<file path="config.mk">
export PLATFORM = sky130hd
export DESIGN_NAME = odo_queue
export DESIGN_NICKNAME = d
export VERILOG_FILES = /design/src/odo_pkg.sv /design/src/odo_queue.sv
export SDC_FILE = /design/constraint.sdc
export NUM_CORES = 1
export LEC_CHECK = 0
export BUFFER_PORTS_ARGS = -buffer_cell sky130_fd_sc_hd__buf_4
export CELL_PAD_IN_SITES_DETAIL_PLACEMENT = 1
export CELL_PAD_IN_SITES_GLOBAL_PLACEMENT = 2
export CORE_MARGIN = 5
export CORE_UTILIZATION = 41
export CTS_CLUSTER_DIAMETER = 50
export DETAILED_ROUTE_END_ITERATION = 10
export MAX_ROUTING_LAYER = met4
export PLACE_DENSITY_LB_ADDON = 0.1
export SYNTH_ARGS = -nofsm -noshare
export SYNTH_HDL_FRONTEND = slang
export SYNTH_SLANG_ARGS = --single-unit
</file>
<file path="constraint.sdc">
create_clock -name clk -period 6 [get_ports clk]
set_input_delay 0.3 -clock clk [delete_from_list [all_inputs] [get_ports clk]]
set_output_delay 0.3 -clock clk [all_outputs]
set_load 0.01 [all_outputs]
</file>
<file path="src/odo_pkg.sv">
// odo_pkg: shared types, constants and helper functions for the odometry core.
// No dependencies; used by every module of the block.
`default_nettype none

package odo_pkg;

    localparam logic signed [35:0] PI_Q28          = 36'sd843314857;
    localparam logic signed [35:0] TWO_PI_Q28      = 36'sd1686629714;
    localparam logic signed [35:0] HALF_PI_Q28     = 36'sd421657428;
    localparam logic signed [33:0] CORDIC_GAIN_Q30 = 34'sd652032874;
    localparam logic [63:0]        LIM62           = 64'h4000_0000_0000_0000;

    localparam logic [31:0] MPT_RST = 32'd429497;
    localparam logic [23:0] ITW_RST = 24'd218453;
    localparam logic [27:0] IP_RST  = 28'd6553600;

    localparam logic [1:0] CFG_MPT = 2'd0;
    localparam logic [1:0] CFG_ITW = 2'd1;
    localparam logic [1:0] CFG_IP  = 2'd2;

    typedef struct packed {
        logic signed [31:0] dl;
        logic signed [31:0] dr;
    } delta_t;

    typedef struct packed {
        logic               start;
        logic signed [63:0] a;
        logic signed [63:0] b;
        logic [5:0]         sh;
    } mul_req_t;

    typedef struct packed {
        logic               busy;
        logic               done;
        logic signed [63:0] res;
    } mul_rsp_t;

    typedef struct packed {
        logic signed [31:0] speed_product;
        logic signed [31:0] ang_accel;
        logic signed [31:0] lin_accel;
        logic signed [31:0] ang_speed;
        logic signed [31:0] lin_speed;
        logic signed [30:0] heading;
        logic signed [31:0] pos_y;
        logic signed [31:0] pos_x;
    } result_t;

    function automatic logic [31:0] atan_q30(input logic [4:0] i);
        logic [31:0] r;
        unique case (i)
            5'd0:  r = 32'h3243F6A8;
            5'd1:  r = 32'h1DAC6705;
            5'd2:  r = 32'h0FADBAFC;
            5'd3:  r = 32'h07F56EA6;
            5'd4:  r = 32'h03FEAB76;
            5'd5:  r = 32'h01FFD55B;
            5'd6:  r = 32'h00FFFAAA;
            5'd7:  r = 32'h007FFF55;
            5'd8:  r = 32'h003FFFEA;
            5'd9:  r = 32'h001FFFFD;
            5'd10: r = 32'h000FFFFF;
            5'd11: r = 32'h0007FFFF;
            5'd12: r = 32'h0003FFFF;
            5'd13: r = 32'h0001FFFF;
            5'd14: r = 32'h0000FFFF;
            5'd15: r = 32'h00007FFF;
            5'd16: r = 32'h00003FFF;
            5'd17: r = 32'h00001FFF;
            5'd18: r = 32'h00000FFF;
            5'd19: r = 32'h000007FF;
            5'd20: r = 32'h000003FF;
            5'd21: r = 32'h000001FF;
            5'd22: r = 32'h000000FF;
            5'd23: r = 32'h0000007F;
            5'd24: r = 32'h0000003F;
            5'd25: r = 32'h0000001F;
            5'd26: r = 32'h0000000F;
            5'd27: r = 32'h00000008;
            5'd28: r = 32'h00000004;
            5'd29: r = 32'h00000002;
            5'd30: r = 32'h00000001;
            default: r = 32'h00000000;
        endcase
        return r;
    endfunction

    // wrap into [-pi, pi); input within +-2.5 periods
    function automatic logic signed [31:0] wrap_angle(input logic signed [35:0] v);
        logic signed [35:0] r;
        r = v + PI_Q28;
        priority if (r < -TWO_PI_Q28)      r = r + 2 * TWO_PI_Q28;
        else if (r < 36'sd0)               r = r + TWO_PI_Q28;
        else if (r >= 2 * TWO_PI_Q28)      r = r - 2 * TWO_PI_Q28;
        else if (r >= TWO_PI_Q28)          r = r - TWO_PI_Q28;
        r = r - PI_Q28;
        return r[31:0];
    endfunction

    function automatic logic signed [31:0] sat32(input logic signed [65:0] v);
        logic signed [31:0] r;
        priority if (v > 66'sd2147483647)   r = 32'sh7FFF_FFFF;
        else if (v < -66'sd2147483648)      r = 32'sh8000_0000;
        else                                r = v[31:0];
        return r;
    endfunction

endpackage

`default_nettype wire

</file>
<file path="src/odo_queue.sv">
// odo_queue: two-entry queue of tick deltas between front and back.
// Depends on odo_pkg.
`default_nettype none

module odo_queue (
    input  wire logic            clk,
    input  wire logic            rst_n,
    input  wire logic            push,
    input  odo_pkg::delta_t      push_item,
    output logic                 full,
    input  wire logic            pop,
    output odo_pkg::delta_t      pop_item,
    output logic                 not_empty
);

    odo_pkg::delta_t mem [2];
    logic       wptr_reg;
    logic       rptr_reg;
    logic [1:0] count_reg;

    assign full      = (count_reg == 2'd2);
    assign not_empty = (count_reg != 2'd0);
    assign pop_item  = mem[rptr_reg];

    always_ff @(posedge clk)
    begin
        if (push)
        begin
            mem[wptr_reg] <= push_item;
        end
    end

    always_ff @(posedge clk or negedge rst_n)
    begin
        if (!rst_n)
        begin
            wptr_reg  <= 1'b0;
            rptr_reg  <= 1'b0;
            count_reg <= 2'd0;
        end
        else
        begin
            if (push)
            begin
                wptr_reg <= ~wptr_reg;
            end
            if (pop)
            begin
                rptr_reg <= ~rptr_reg;
            end
            if (push && !pop)
            begin
                count_reg <= count_reg + 2'd1;
            end
            else if (pop && !push)
            begin
                count_reg <= count_reg - 2'd1;
            end
        end
    end

endmodule

`default_nettype wire

</file>
==> results.json <==
{
  "synth_compound_area_frac": 0,
  "worstPathRequired_ns": 5.70,
  "post_drt_via_cell_ratio": 4.65,
  "core_um2": 12000,
  "synthAdderAreaFrac": 0.00250,
  "vias": 2429,
  "synth-simple-area-share": 0.00574,
  "io_buffer_count": 133,
  "hold_class": "in -> reg",
  "clockBufferDepth": 2,
  "gp_congestion": 0.642,
  "min_period_over_period": 0.417,
  "yosys_warnings": 0,
  "drc": 0,
  "syn_avg_cell_area_um2": 23.3,
  "drv_slew": 0,
  "fin_crit_ns": 2.50,
  "ff2ff_setup_slack_ns": 3.88,
  "r2r_end": "mem[0][16]",
  "finalInstanceArea_um2": 6640,
  "cts_made_buffers": 17,
  "fmax_mhz": 399,
  "regArea_um2": 3950,
  "whs_endpoint": "mem[0][32]",
  "reg2reg_depth": 2,
  "stdcell_count": 522,
  "synthXorXnorAreaFrac": 0.00873,
  "hp-start": "push_item[32]",
  "rr_startpoint": "wptr_reg",
  "relSlewSlack": 0.218,
  "rsz0062_at_grt": "no",
  "skew_ns": 0.00358,
  "endpoint_kind": "output port",
  "synth_seq_area_share": 0.787,
  "grt.overflow.total": 0,
  "cts_setup_buffers": 0,
  "root_buffer": "clkbuf_16",
  "die-width_um": 121,
  "h-tree-depth": 4,
  "area_delta_synth_final_pct": 32.5,
  "status": "completed",
  "netlist_area_um2": 5010,
  "drv_cap": 0,
  "drt.antenna.violating_nets": 0,
  "worstMarginPinSlew_ns": 1.17,
  "drt_iter0_markers": 105,
  "start_util": 0.417,
  "drt_first_pass_iters": 4,
  "p_leak_uw": 0.00265,
  "ios": 134,
  "largest_reg_flops": 128,
  "placed_cell_area_um2": 6150,
  "synth_seq_cells": 132,
  "cp-start-kind": "register",
  "post-dp-hpwl_mm": 6.39,
  "cp.arrival_ns": 2.20,
  "drive_gt1_frac": 0.595,
  "layout_commonest_cell": "buf_4",
  "hold_depth": 1,
  "setup_viol": 0,
  "cts_sinks": 132,
  "post_drt_wl_per_cell_um": 18.3,
  "fillers": 1099,
  "cts-resized-gates": 0,
  "path_max_fanout": 65,
  "tns_ns": 0,
  "dp.cells": 490,
  "grt_max_degree": 66,
  "synthMuxAreaShare": 0.181,
  "hold_viol_final": 0,
  "grt_use_total": 0.137,
  "grt_pass1_wl_mm": 14.2,
  "grt_pass1_vias": 2672,
  "vdd_drop_max_mv": 0.309,
  "grt_antenna_before_repair": 0,
  "clock_latency_ns": 0.40,
  "syn_nets": 284,
  "wl_mm": 9.55,
  "criticalPathCategory": "reg -> out",
  "antenna_cells": 0,
  "clkTransAtPathRegs_ns": 0.05,
  "ys_types": 14,
  "synthCells": 215,
  "fin_nets": 432,
  "num_rows": 40,
  "synth_top_family_by_area": "multiplexers",
  "die_y_um": 121,
  "final_cell_mix": "buf_4 (135), edfxtp_1 (128), mux2_4 (50)",
  "die_area_um2": 14500,
  "p_per_area_nw_per_um2": 475,
  "cts_tree": "done",
  "multi_input_area_um2": 1000
}
[power by group]
| group | internal, uW | switching [uW] |
|---|---|---|
| sequential | 1230 | 162 |
| combinational | 565 | 352 |
| clock | 509 | 338 |
| total | 2300 | 852 |
[synthesized netlist by cell type, drive strengths merged]
cell,count,area (um^2)
dfrtp,4,100
nor2b,2,12.5
nor2,1,3.75
edfxtp,128,3840
inv,1,3.75
buf,7,72.6
mux2,64,908
ha,1,12.5
xnor2,1,8.76
xor2,4,35.0
and2,1,6.26
or2,1,6.26
[worst max-delay path, stage by stage, from the launching register on]
cell     delay, ns
dfrtp_4       1.19
mux2_2        0.44
buf_4         0.15
[worst max path at each step]
stage | depth (start not counted) | slack [ns] | from | end
after floorplan | 1 | 2.26 | wptr_reg | mem[0][0]
after global placement | 3 | 3.85 | push | mem[0][54]
after detailed placement | 3 | 3.81 | push | mem[0][54]
after CTS | 2 | 3.42 | rptr_reg | pop_item[48]
after global routing | 2 | 3.37 | rptr_reg | pop_item[61]
final | 2 | 3.50 | rptr_reg | pop_item[61]
[area by class of cell]
class | instances | share of cell area
flip-flops and latches | 132 | 0.594
repair buffers | 136 | 0.154
multi-input cells | 75 | 0.151
clock buffers | 20 | 0.0657
well taps | 147 | 0.0277
clock inverters | 11 | 0.00678
inverters | 1 | 0.000565
[layer usage]
| layer | up-vias | share of wire | GRT usage |
|---|---|---|---|
| met3 | 15 | 0.067 | 0.0571 |
| li1 | 1142 | - | - |
| met1 | 1189 | 0.41 | 0.151 |
| met2 | 83 | 0.51 | 0.219 |
| met5 | - | 0 | - |
| met4 | 0 | 0.019 | 0.0595 |
[repair_timing]
action                                 in CTS  in global routing
hold buffers                                1                  0
endpoints found under the hold margin       4                  0
setup endpoints to repair                   0                  0
[cells by family (layout without fill, tap and decap cells)]
kind of cell,Yosys count,in the layout
fa+ha+maj,1,1
mux,64,64
simple gates,5,5
xor+xnor,5,5
flops,132,132
buf+inv,8,168
[metrics by stage]
stage | hold slack (ns) | util | setup WS, ns | total power, uW
after CTS | 0.0564 | 0.553 | 3.42 | 3210
after global placement | 0.0996 | 0.512 | 3.85 | 2340
after global routing | 0.0533 | 0.553 | 3.37 | 3310
final | 0.0764 | 0.553 | 3.50 | 3150
after detailed placement | 0.102 | 0.512 | 3.81 | 2350
after floorplan | 0.00441 | - | 2.26 | 1940
No activity file was read; power rests on OpenSTA's default activity.
