**src/odo_pkg.sv**
```systemverilog
// odo_pkg: shared types, constants and helper functions for the odometry core.
// No dependencies; used by every module of the block.
`default_nettype none

package odo_pkg;

    localparam logic signed [35:0] PI_Q28          = 36'sd843314857;
    localparam logic signed [35:0] TWO_PI_Q28      = 36'sd1686629714;
    localparam logic signed [35:0] HALF_PI_Q28     = 36'sd421657428;
    localparam logic signed [33:0] CORDIC_GAIN_Q30 = 34'sd652032874;
    localparam logic [63:0]        LIM62           = 64'h4000_0000_0000_0000;

    localparam logic [31:0] MPT_RST = 32'd429497;
    localparam logic [23:0] ITW_RST = 24'd218453;
    localparam logic [27:0] IP_RST  = 28'd6553600;

    localparam logic [1:0] CFG_MPT = 2'd0;
    localparam logic [1:0] CFG_ITW = 2'd1;
    localparam logic [1:0] CFG_IP  = 2'd2;

    typedef struct packed {
        logic signed [31:0] dl;
        logic signed [31:0] dr;
    } delta_t;

    typedef struct packed {
        logic               start;
        logic signed [63:0] a;
        logic signed [63:0] b;
        logic [5:0]         sh;
    } mul_req_t;

    typedef struct packed {
        logic               busy;
        logic               done;
        logic signed [63:0] res;
    } mul_rsp_t;

    typedef struct packed {
        logic signed [31:0] speed_product;
        logic signed [31:0] ang_accel;
        logic signed [31:0] lin_accel;
        logic signed [31:0] ang_speed;
        logic signed [31:0] lin_speed;
        logic signed [30:0] heading;
        logic signed [31:0] pos_y;
        logic signed [31:0] pos_x;
    } result_t;

    function automatic logic [31:0] atan_q30(input logic [4:0] i);
        logic [31:0] r;
        unique case (i)
            5'd0:  r = 32'h3243F6A8;
            5'd1:  r = 32'h1DAC6705;
            5'd2:  r = 32'h0FADBAFC;
            5'd3:  r = 32'h07F56EA6;
            5'd4:  r = 32'h03FEAB76;
            5'd5:  r = 32'h01FFD55B;
            5'd6:  r = 32'h00FFFAAA;
            5'd7:  r = 32'h007FFF55;
            5'd8:  r = 32'h003FFFEA;
            5'd9:  r = 32'h001FFFFD;
            5'd10: r = 32'h000FFFFF;
            5'd11: r = 32'h0007FFFF;
            5'd12: r = 32'h0003FFFF;
            5'd13: r = 32'h0001FFFF;
            5'd14: r = 32'h0000FFFF;
            5'd15: r = 32'h00007FFF;
            5'd16: r = 32'h00003FFF;
            5'd17: r = 32'h00001FFF;
            5'd18: r = 32'h00000FFF;
            5'd19: r = 32'h000007FF;
            5'd20: r = 32'h000003FF;
            5'd21: r = 32'h000001FF;
            5'd22: r = 32'h000000FF;
            5'd23: r = 32'h0000007F;
            5'd24: r = 32'h0000003F;
            5'd25: r = 32'h0000001F;
            5'd26: r = 32'h0000000F;
            5'd27: r = 32'h00000008;
            5'd28: r = 32'h00000004;
            5'd29: r = 32'h00000002;
            5'd30: r = 32'h00000001;
            default: r = 32'h00000000;
        endcase
        return r;
    endfunction

    // wrap into [-pi, pi); input within +-2.5 periods
    function automatic logic signed [31:0] wrap_angle(input logic signed [35:0] v);
        logic signed [35:0] r;
        r = v + PI_Q28;
        priority if (r < -TWO_PI_Q28)      r = r + 2 * TWO_PI_Q28;
        else if (r < 36'sd0)               r = r + TWO_PI_Q28;
        else if (r >= 2 * TWO_PI_Q28)      r = r - 2 * TWO_PI_Q28;
        else if (r >= TWO_PI_Q28)          r = r - TWO_PI_Q28;
        r = r - PI_Q28;
        return r[31:0];
    endfunction

    function automatic logic signed [31:0] sat32(input logic signed [65:0] v);
        logic signed [31:0] r;
        priority if (v > 66'sd2147483647)   r = 32'sh7FFF_FFFF;
        else if (v < -66'sd2147483648)      r = 32'sh8000_0000;
        else                                r = v[31:0];
        return r;
    endfunction

endpackage

`default_nettype wire

```
**src/odo_back.sv**
```systemverilog
// odo_back: sequencer for distance, heading, CORDIC pose update, speeds, accelerations and speed product.
// Drives the shared odo_mul unit; depends on odo_pkg.
`default_nettype none

module odo_back #(
    parameter int CORDIC_STEPS = 24
) (
    input  wire logic         clk,
    input  wire logic         rst_n,
    input  wire logic         q_valid,
    input  odo_pkg::delta_t   q_item,
    output logic              q_pop,
    input  wire logic [31:0]  meters_per_tick,
    input  wire logic [23:0]  inv_track_width,
    input  wire logic [27:0]  inv_period,
    output odo_pkg::mul_req_t mul_req,
    input  odo_pkg::mul_rsp_t mul_rsp,
    output logic              out_valid,
    input  wire logic         out_ready,
    output odo_pkg::result_t  out_data
);

    localparam int NSTEPS = (CORDIC_STEPS > 32) ? 32 : CORDIC_STEPS;
    localparam int CW     = $clog2(NSTEPS);

    localparam logic [3:0] ST_IDLE  = 4'd0;
    localparam logic [3:0] ST_MD    = 4'd1;
    localparam logic [3:0] ST_MDIFF = 4'd2;
    localparam logic [3:0] ST_MDT   = 4'd3;
    localparam logic [3:0] ST_WRAP  = 4'd4;
    localparam logic [3:0] ST_CORD  = 4'd5;
    localparam logic [3:0] ST_MPX   = 4'd6;
    localparam logic [3:0] ST_MPY   = 4'd7;
    localparam logic [3:0] ST_MLIN  = 4'd8;
    localparam logic [3:0] ST_MANG  = 4'd9;
    localparam logic [3:0] ST_MPROD = 4'd10;
    localparam logic [3:0] ST_OUT   = 4'd11;

    logic [3:0]         state_reg;
    logic               issued_reg;
    logic               out_valid_reg;
    logic [CW-1:0]      cnt_reg;
    logic signed [31:0] dl_reg;
    logic signed [31:0] dr_reg;
    logic signed [63:0] d_reg;
    logic signed [63:0] diff_reg;
    logic signed [31:0] dt_reg;
    logic signed [33:0] x_reg;
    logic signed [33:0] y_reg;
    logic signed [33:0] z_reg;
    logic               flip_reg;
    logic signed [31:0] theta_reg;
    logic signed [31:0] xpos_reg;
    logic signed [31:0] ypos_reg;
    logic signed [31:0] lin_reg;
    logic signed [31:0] ang_reg;
    logic signed [31:0] prod_reg;
    logic signed [31:0] prev_lin_reg;
    logic signed [31:0] prev_ang_reg;
    odo_pkg::result_t   out_reg;

    logic               is_mul;
    logic signed [32:0] sum33;
    logic signed [32:0] dif33;
    logic signed [33:0] c_val;
    logic signed [33:0] s_val;
    logic signed [35:0] theta36;
    logic signed [35:0] dt36;
    logic signed [35:0] mida;
    logic signed [35:0] fold;
    logic               fold_flip;
    logic signed [33:0] x_sh;
    logic signed [33:0] y_sh;
    logic signed [33:0] atan_v;
    logic signed [65:0] res66;
    logic               out_load;

    always_comb
    begin
        sum33   = {dl_reg[31], dl_reg} + {dr_reg[31], dr_reg};
        dif33   = {dr_reg[31], dr_reg} - {dl_reg[31], dl_reg};
        c_val   = flip_reg ? -x_reg : x_reg;
        s_val   = flip_reg ? -y_reg : y_reg;
        theta36 = {{4{theta_reg[31]}}, theta_reg};
        dt36    = {{4{dt_reg[31]}}, dt_reg};
        mida    = {{4{1'b0}}, 32'd0};
        mida    = 36'(odo_pkg::wrap_angle(theta36 + (dt36 >>> 1)));
        mida    = {{4{mida[31]}}, mida[31:0]};
        if (mida > odo_pkg::HALF_PI_Q28)
        begin
            fold      = mida - odo_pkg::PI_Q28;
            fold_flip = 1'b1;
        end
        else if (mida < -odo_pkg::HALF_PI_Q28)
        begin
            fold      = mida + odo_pkg::PI_Q28;
            fold_flip = 1'b1;
        end
        else
        begin
            fold      = mida;
            fold_flip = 1'b0;
        end
        x_sh   = x_reg >>> cnt_reg;
        y_sh   = y_reg >>> cnt_reg;
        atan_v = {2'b00, odo_pkg::atan_q30(5'(cnt_reg))};
        res66  = {{2{mul_rsp.res[63]}}, mul_rsp.res};
    end

    always_comb
    begin
        is_mul      = 1'b1;
        mul_req.a   = 64'sd0;
        mul_req.b   = 64'sd0;
        mul_req.sh  = 6'd0;
        unique case (state_reg)
            ST_MD:
            begin
                mul_req.a  = {{31{sum33[32]}}, sum33};
                mul_req.b  = {32'd0, meters_per_tick};
                mul_req.sh = 6'd1;
            end
            ST_MDIFF:
            begin
                mul_req.a  = {{31{dif33[32]}}, dif33};
                mul_req.b  = {32'd0, meters_per_tick};
            end
            ST_MDT:
            begin
                mul_req.a  = diff_reg;
                mul_req.b  = {40'd0, inv_track_width};
                mul_req.sh = 6'd20;
            end
            ST_MPX:
            begin
                mul_req.a  = d_reg;
                mul_req.b  = {{30{c_val[33]}}, c_val};
                mul_req.sh = 6'd46;
            end
            ST_MPY:
            begin
                mul_req.a  = d_reg;
                mul_req.b  = {{30{s_val[33]}}, s_val};
                mul_req.sh = 6'd46;
            end
            ST_MLIN:
            begin
                mul_req.a  = d_reg;
                mul_req.b  = {36'd0, inv_period};
                mul_req.sh = 6'd32;
            end
            ST_MANG:
            begin
                mul_req.a  = {{32{dt_reg[31]}}, dt_reg};
                mul_req.b  = {36'd0, inv_period};
                mul_req.sh = 6'd28;
            end
            ST_MPROD:
            begin
                mul_req.a  = {{32{lin_reg[31]}}, lin_reg};
                mul_req.b  = {{32{ang_reg[31]}}, ang_reg};
                mul_req.sh = 6'd16;
            end
            default:
            begin
                is_mul = 1'b0;
            end
        endcase
        mul_req.start = is_mul && !issued_reg;
    end

    assign q_pop     = (state_reg == ST_IDLE) && q_valid;
    assign out_load  = (state_reg == ST_OUT) && (!out_valid_reg || out_ready);
    assign out_valid = out_valid_reg;
    assign out_data  = out_reg;

    always_ff @(posedge clk)
    begin
        if (q_pop)
        begin
            dl_reg <= q_item.dl;
            dr_reg <= q_item.dr;
        end
        if (mul_rsp.done)
        begin
            unique case (state_reg)
                ST_MD:    d_reg    <= mul_rsp.res;
                ST_MDIFF: diff_reg <= mul_rsp.res;
                ST_MDT:   dt_reg   <= odo_pkg::sat32(res66);
                ST_MLIN:  lin_reg  <= odo_pkg::sat32(res66);
                ST_MANG:  ang_reg  <= odo_pkg::sat32(res66);
                ST_MPROD: prod_reg <= odo_pkg::sat32(res66);
                default:  ;
            endcase
        end
        if (state_reg == ST_WRAP)
        begin
            x_reg    <= odo_pkg::CORDIC_GAIN_Q30;
            y_reg    <= 34'sd0;
            z_reg    <= 34'(fold <<< 2);
            flip_reg <= fold_flip;
        end
        else if (state_reg == ST_CORD)
        begin
            if (!z_reg[33])
            begin
                x_reg <= x_reg - y_sh;
                y_reg <= y_reg + x_sh;
                z_reg <= z_reg - atan_v;
            end
            else
            begin
                x_reg <= x_reg + y_sh;
                y_reg <= y_reg - x_sh;
                z_reg <= z_reg + atan_v;
            end
        end
        if (out_load)
        begin
            out_reg.pos_x         <= xpos_reg;
            out_reg.pos_y         <= ypos_reg;
            out_reg.heading       <= theta_reg[30:0];
            out_reg.lin_speed     <= lin_reg;
            out_reg.ang_speed     <= ang_reg;
            out_reg.lin_accel     <= odo_pkg::sat32({{34{lin_reg[31]}}, lin_reg}
                                     - {{34{prev_lin_reg[31]}}, prev_lin_reg});
            out_reg.ang_accel     <= odo_pkg::sat32({{34{ang_reg[31]}}, ang_reg}
                                     - {{34{prev_ang_reg[31]}}, prev_ang_reg});
            out_reg.speed_product <= prod_reg;
        end
    end

    always_ff @(posedge clk or negedge rst_n)
    begin
        if (!rst_n)
        begin
            state_reg     <= ST_IDLE;
            issued_reg    <= 1'b0;
            out_valid_reg <= 1'b0;
            cnt_reg       <= '0;
            theta_reg     <= 32'sd0;
            xpos_reg      <= 32'sd0;
            ypos_reg      <= 32'sd0;
            prev_lin_reg  <= 32'sd0;
            prev_ang_reg  <= 32'sd0;
        end
        else
        begin
            if (out_load)
            begin
                out_valid_reg <= 1'b1;
            end
            else if (out_ready)
            begin
                out_valid_reg <= 1'b0;
            end

            if (is_mul)
            begin
                if (mul_rsp.done)
                begin
                    issued_reg <= 1'b0;
                    unique case (state_reg)
                        ST_MD:    state_reg <= ST_MDIFF;
                        ST_MDIFF: state_reg <= ST_MDT;
                        ST_MDT:   state_reg <= ST_WRAP;
                        ST_MPX:
                        begin
                            xpos_reg  <= odo_pkg::sat32({{34{xpos_reg[31]}}, xpos_reg}
                                                        + res66);
                            state_reg <= ST_MPY;
                        end
                        ST_MPY:
                        begin
                            ypos_reg  <= odo_pkg::sat32({{34{ypos_reg[31]}}, ypos_reg}
                                                        + res66);
                            state_reg <= ST_MLIN;
                        end
                        ST_MLIN:  state_reg <= ST_MANG;
                        ST_MANG:  state_reg <= ST_MPROD;
                        default:  state_reg <= ST_OUT;
                    endcase
                end
                else if (!issued_reg)
                begin
                    issued_reg <= 1'b1;
                end
            end
            else
            begin
                unique case (state_reg)
                    ST_IDLE:
                    begin
                        if (q_valid)
                        begin
                            state_reg <= ST_MD;
                        end
                    end
                    ST_WRAP:
                    begin
                        theta_reg <= odo_pkg::wrap_angle(theta36 + dt36);
                        cnt_reg   <= '0;
                        state_reg <= ST_CORD;
                    end
                    ST_CORD:
                    begin
                        if (cnt_reg == CW'(NSTEPS - 1))
                        begin
                            state_reg <= ST_MPX;
                        end
                        else
                        begin
                            cnt_reg <= cnt_reg + 1'b1;
                        end
                    end
                    ST_OUT:
                    begin
                        if (out_load)
                        begin
                            prev_lin_reg <= lin_reg;
                            prev_ang_reg <= ang_reg;
                            state_reg    <= ST_IDLE;
                        end
                    end
                    default:
                    begin
                        state_reg <= ST_IDLE;
                    end
                endcase
            end
        end
    end

endmodule

`default_nettype wire

```
**config.mk**
```make
export PLATFORM = sky130hd
export DESIGN_NAME = odo_back
export DESIGN_NICKNAME = d
export VERILOG_FILES = /design/src/odo_pkg.sv /design/src/odo_back.sv
export SDC_FILE = /design/constraint.sdc
export NUM_CORES = 2
export LEC_CHECK = 0
export ABC_CLOCK_PERIOD_IN_PS = 14670
export BUFFER_PORTS_ARGS = -buffer_cell sky130_fd_sc_hd__buf_2
export CAP_MARGIN = 25
export CORE_MARGIN = 10
export CORE_UTILIZATION = 67
export DETAILED_ROUTE_END_ITERATION = 6
export PLACE_DENSITY = 0.88
export SLEW_MARGIN = 30
export SYNTH_ARGS = -nofsm -noshare
export SYNTH_HDL_FRONTEND = slang
export SYNTH_SLANG_ARGS = --single-unit
```
**constraint.sdc**
```tcl
create_clock -name clk -period 14.67 [get_ports clk]
set_input_delay 2.934 -clock clk [delete_from_list [all_inputs] [get_ports clk]]
set_output_delay 2.934 -clock clk [all_outputs]
set_load 0.01 [all_outputs]
```
==> flow_metrics.env <==
export IMPL_status="finished, violations left"
export IMPL_htreeDepth=3
export IMPL_syn_avg_cell_area_sq_um=8.84
export IMPL_required_ns=15.14
export IMPL_largest_reg_flops=255
export IMPL_synth_compound_area_share_pct=23.8
export IMPL_antenna_found_initial=26
export IMPL_overflow=0
export IMPL_slew_viol_final=0
export IMPL_synthArstFlopShare_pct=20.1
export IMPL_rsz0062_at_grt="no"
export IMPL_syn_nets=8523
export IMPL_coreArea_sq_um=102000
export IMPL_synth_top_family_by_area="compound AO/OA/AOI/OAI gates"
export IMPL_yosysSeqAreaShare_pct=34.8
export IMPL_insertion_delay_ns=0.72
export IMPL_start_kind="flip-flop"
export IMPL_die_y_um=340
export IMPL_synthCells=7781
export IMPL_syn_to_final_growth_pct=10.3
export IMPL_min_delay_start="prod_reg[30]"
export IMPL_worstPathArrival_ns=11.25
export IMPL_postCtsHoldBufs=0
export IMPL_crit_path_end_kind="flip-flop"
export IMPL_routed_via_density=6.89
export IMPL_detail_route_wl_per_cell_um=26.6
export IMPL_clockBufferDepth=3
export IMPL_synth_seq_cells=849
export IMPL_relSlewSlack_pct=10.3
export IMPL_synthAdderAreaFrac_pct=9.66
export IMPL_die_x_um=340
export IMPL_wl_um=256000
export IMPL_cts_setup_buffers=0
export IMPL_critical_path_class="reg2reg"
export IMPL_grt_max_degree=224
export IMPL_clk_pin_slew_ns=0.07
export IMPL_postRouteAntennaNets=0
export IMPL_grt_usage_pct=42.1
export IMPL_reg2reg_from="dt_reg[10]"
export IMPL_fmax_mhz=92.7
export IMPL_layout_drive_gt1_share_pct=13.3
export IMPL_ys_warn_count=0
export IMPL_grt_pass1_vias=63700
export IMPL_violations="DRC"
export IMPL_synth_xor_area_share_pct=7.32
export IMPL_start_util_pct=67.5
export IMPL_cts_tree="yes"
export IMPL_max_cap_viol_count=0
export IMPL_fp_row_count=117
export IMPL_place_port_buffers=608
export IMPL_cp_startpoint="dt_reg[10]"
export IMPL_synth_ff_type="edfxtp_1"
export IMPL_synth_area_mux_share_pct=2.63
export IMPL_setup_violations=0
export IMPL_fin_crit_sh_pct=73.5
export IMPL_worst_pin_slew_ns=1.35
export IMPL_hold_path_class="reg2reg"
export IMPL_skew_ns=0.0486
export IMPL_dr_pass1_iters=7
export IMPL_min_period_ns=10.79
export IMPL_synth_edf_count=608
export IMPL_hold_viol_final=0
export IMPL_die_area_sq_um=116000
export IMPL_final_nets=8912
export IMPL_fillers=7347
export IMPL_ys_types=139
export IMPL_seqCellArea_sq_um=23900
export IMPL_post_cts_resize_count=0
export IMPL_multi_input_area_sq_um=41700
export IMPL_dpl_hpwl_um=192000
export IMPL_cp_slowest_cell="a211oi_4"
export IMPL_syn_area_sq_um=68800
export IMPL_crit_fanout=19
export IMPL_ios=610
export IMPL_clockRootBuffer="clkbuf_16"
export IMPL_cts_sinks=849
export IMPL_num_vias=66300
export IMPL_max_stage_delay_ns=0.81
export IMPL_drt_iter0_markers=8882
export IMPL_grt_first_pass_wirelength_um=381000
export IMPL_finalSetupTns_ns=0
export IMPL_yosys_area_share_simple_pct=17.0
export IMPL_gp_congestion=1.03
export IMPL_cts_buffers=89
export IMPL_drc=39
==> critical path, delay by kind of cell (launching register included) <==
family,cells,cell delay (ns)
XOR/XNOR,1,0.37
AO/OA/AOI/OAI,16,5.84
flip-flops,1,0.49
buffers and inverters,3,0.34
AND/OR/NAND/NOR,8,2.45
adder cells (fa/ha/maj),3,1.03
==> path summary, 6_finish.rpt <==
kind | endpoint | slack, ns | cells past startpoint
max | z_reg[18] | 3.88 | 31
min | out_data[253] | 0.38 | 0
max reg2reg | z_reg[18] | 3.88 | 31
min reg2reg | out_data[253] | 0.38 | 0
max in group asynchronous | cnt_reg[0] | 10.26 | 3
min in group asynchronous | ypos_reg[23] | 2.21 | 1
==> layer usage <==
| metal | track usage, % | part of all wire (%) |
|---|---|---|
| met5 | 0 | 0.056 |
| met4 | 33.6 | 9.6 |
| met3 | 11.7 | 12 |
| met2 | 67.6 | 45 |
| met1 | 46.8 | 33 |
==> final cells by class <==
cell class	instances	area share, %
multi-input combinational	6100	55.0
clock buffer	111	3.13
inverter	432	2.14
clock inverter	54	0.886
timing repair buffer	698	5.02
sequential	849	31.6
antenna	10	0.0330
tap	1368	2.26
==> Yosys cell counts (35+ instances only) <==
master    number  area [sq um]
o21a_1       114           856
nand2_1      870          3270
ha_1         513          6420
xor2_1       180          1580
inv_1        429          1610
nor4_1        48           300
nor2b_1       73           457
o21bai_1      70           526
dfxtp_1       70          1400
a21oi_1      579          2900
xnor2_1      385          3370
dfrtp_1      171          4280
a222oi_1      56           561
buf_1         39           146
nor3_1       169           846
buf_4         35           263
edfxtp_1     608         18300
nand4_1       58           363
o21ai_0      551          2760
nand2b_1      80           500
and3_1        83           519
mux4_2        36           811
and2_1        87           544
o22ai_1       49           307
a31oi_1       91           569
clkbuf_1     294          1100
nand3_1      181           906
a22oi_1       68           510
mux2i_1       76           761
or2_2         42           263
o31ai_1       70           526
a21o_1       165          1240
o211ai_1      57           428
nor2_1       555          2080
a211oi_1      64           480
or3_1         71           444
==> per-stage QoR <==
step | cells | area [sq um] | hold WS [ns] | utilization [%] | setup slack (ns)
floorplan | 7781 | 68800 | 0.400 | - | 3.04
global placement | 9441 | 72600 | 0.402 | 71.3 | 4.45
detailed placement | 9442 | 72600 | 0.405 | 71.3 | 4.37
CTS | 9607 | 75700 | 0.369 | 74.3 | 4.36
global route | 9612 | 75800 | 0.378 | 74.4 | 3.41
finish | 9622 | 75800 | 0.375 | 74.4 | 3.88
==> cells in the final DEF (no fill, tap or decap), types with 166 or more instances in the layout <==
| master | netlist | routed |
|---|---|---|
| a21oi_1 | 579 | 579 |
| buf_2 | 27 | 608 |
| dfrtp_1 | 171 | 166 |
| edfxtp_1 | 608 | 608 |
| ha_1 | 513 | 513 |
| inv_1 | 429 | 427 |
| nand2_1 | 870 | 867 |
| nand3_1 | 181 | 180 |
| nor2_1 | 555 | 548 |
| o21ai_0 | 551 | 549 |
| xnor2_1 | 385 | 382 |
| xor2_1 | 180 | 180 |
==> logic make-up (layout without fill, tap and decap cells) <==
| group | after synthesis | after routing |
|---|---|---|
| other cells | 0 | 10 |
| flops | 849 | 849 |
| buf+inv | 832 | 1295 |
| fa+ha+maj | 524 | 524 |
| compound gates | 2422 | 2422 |
| xor+xnor | 570 | 570 |
| simple gates | 2451 | 2451 |
| mux | 133 | 133 |
Power is not shown: default switching activity piles up to over one toggle a cycle in this logic, so the estimate is an artifact.
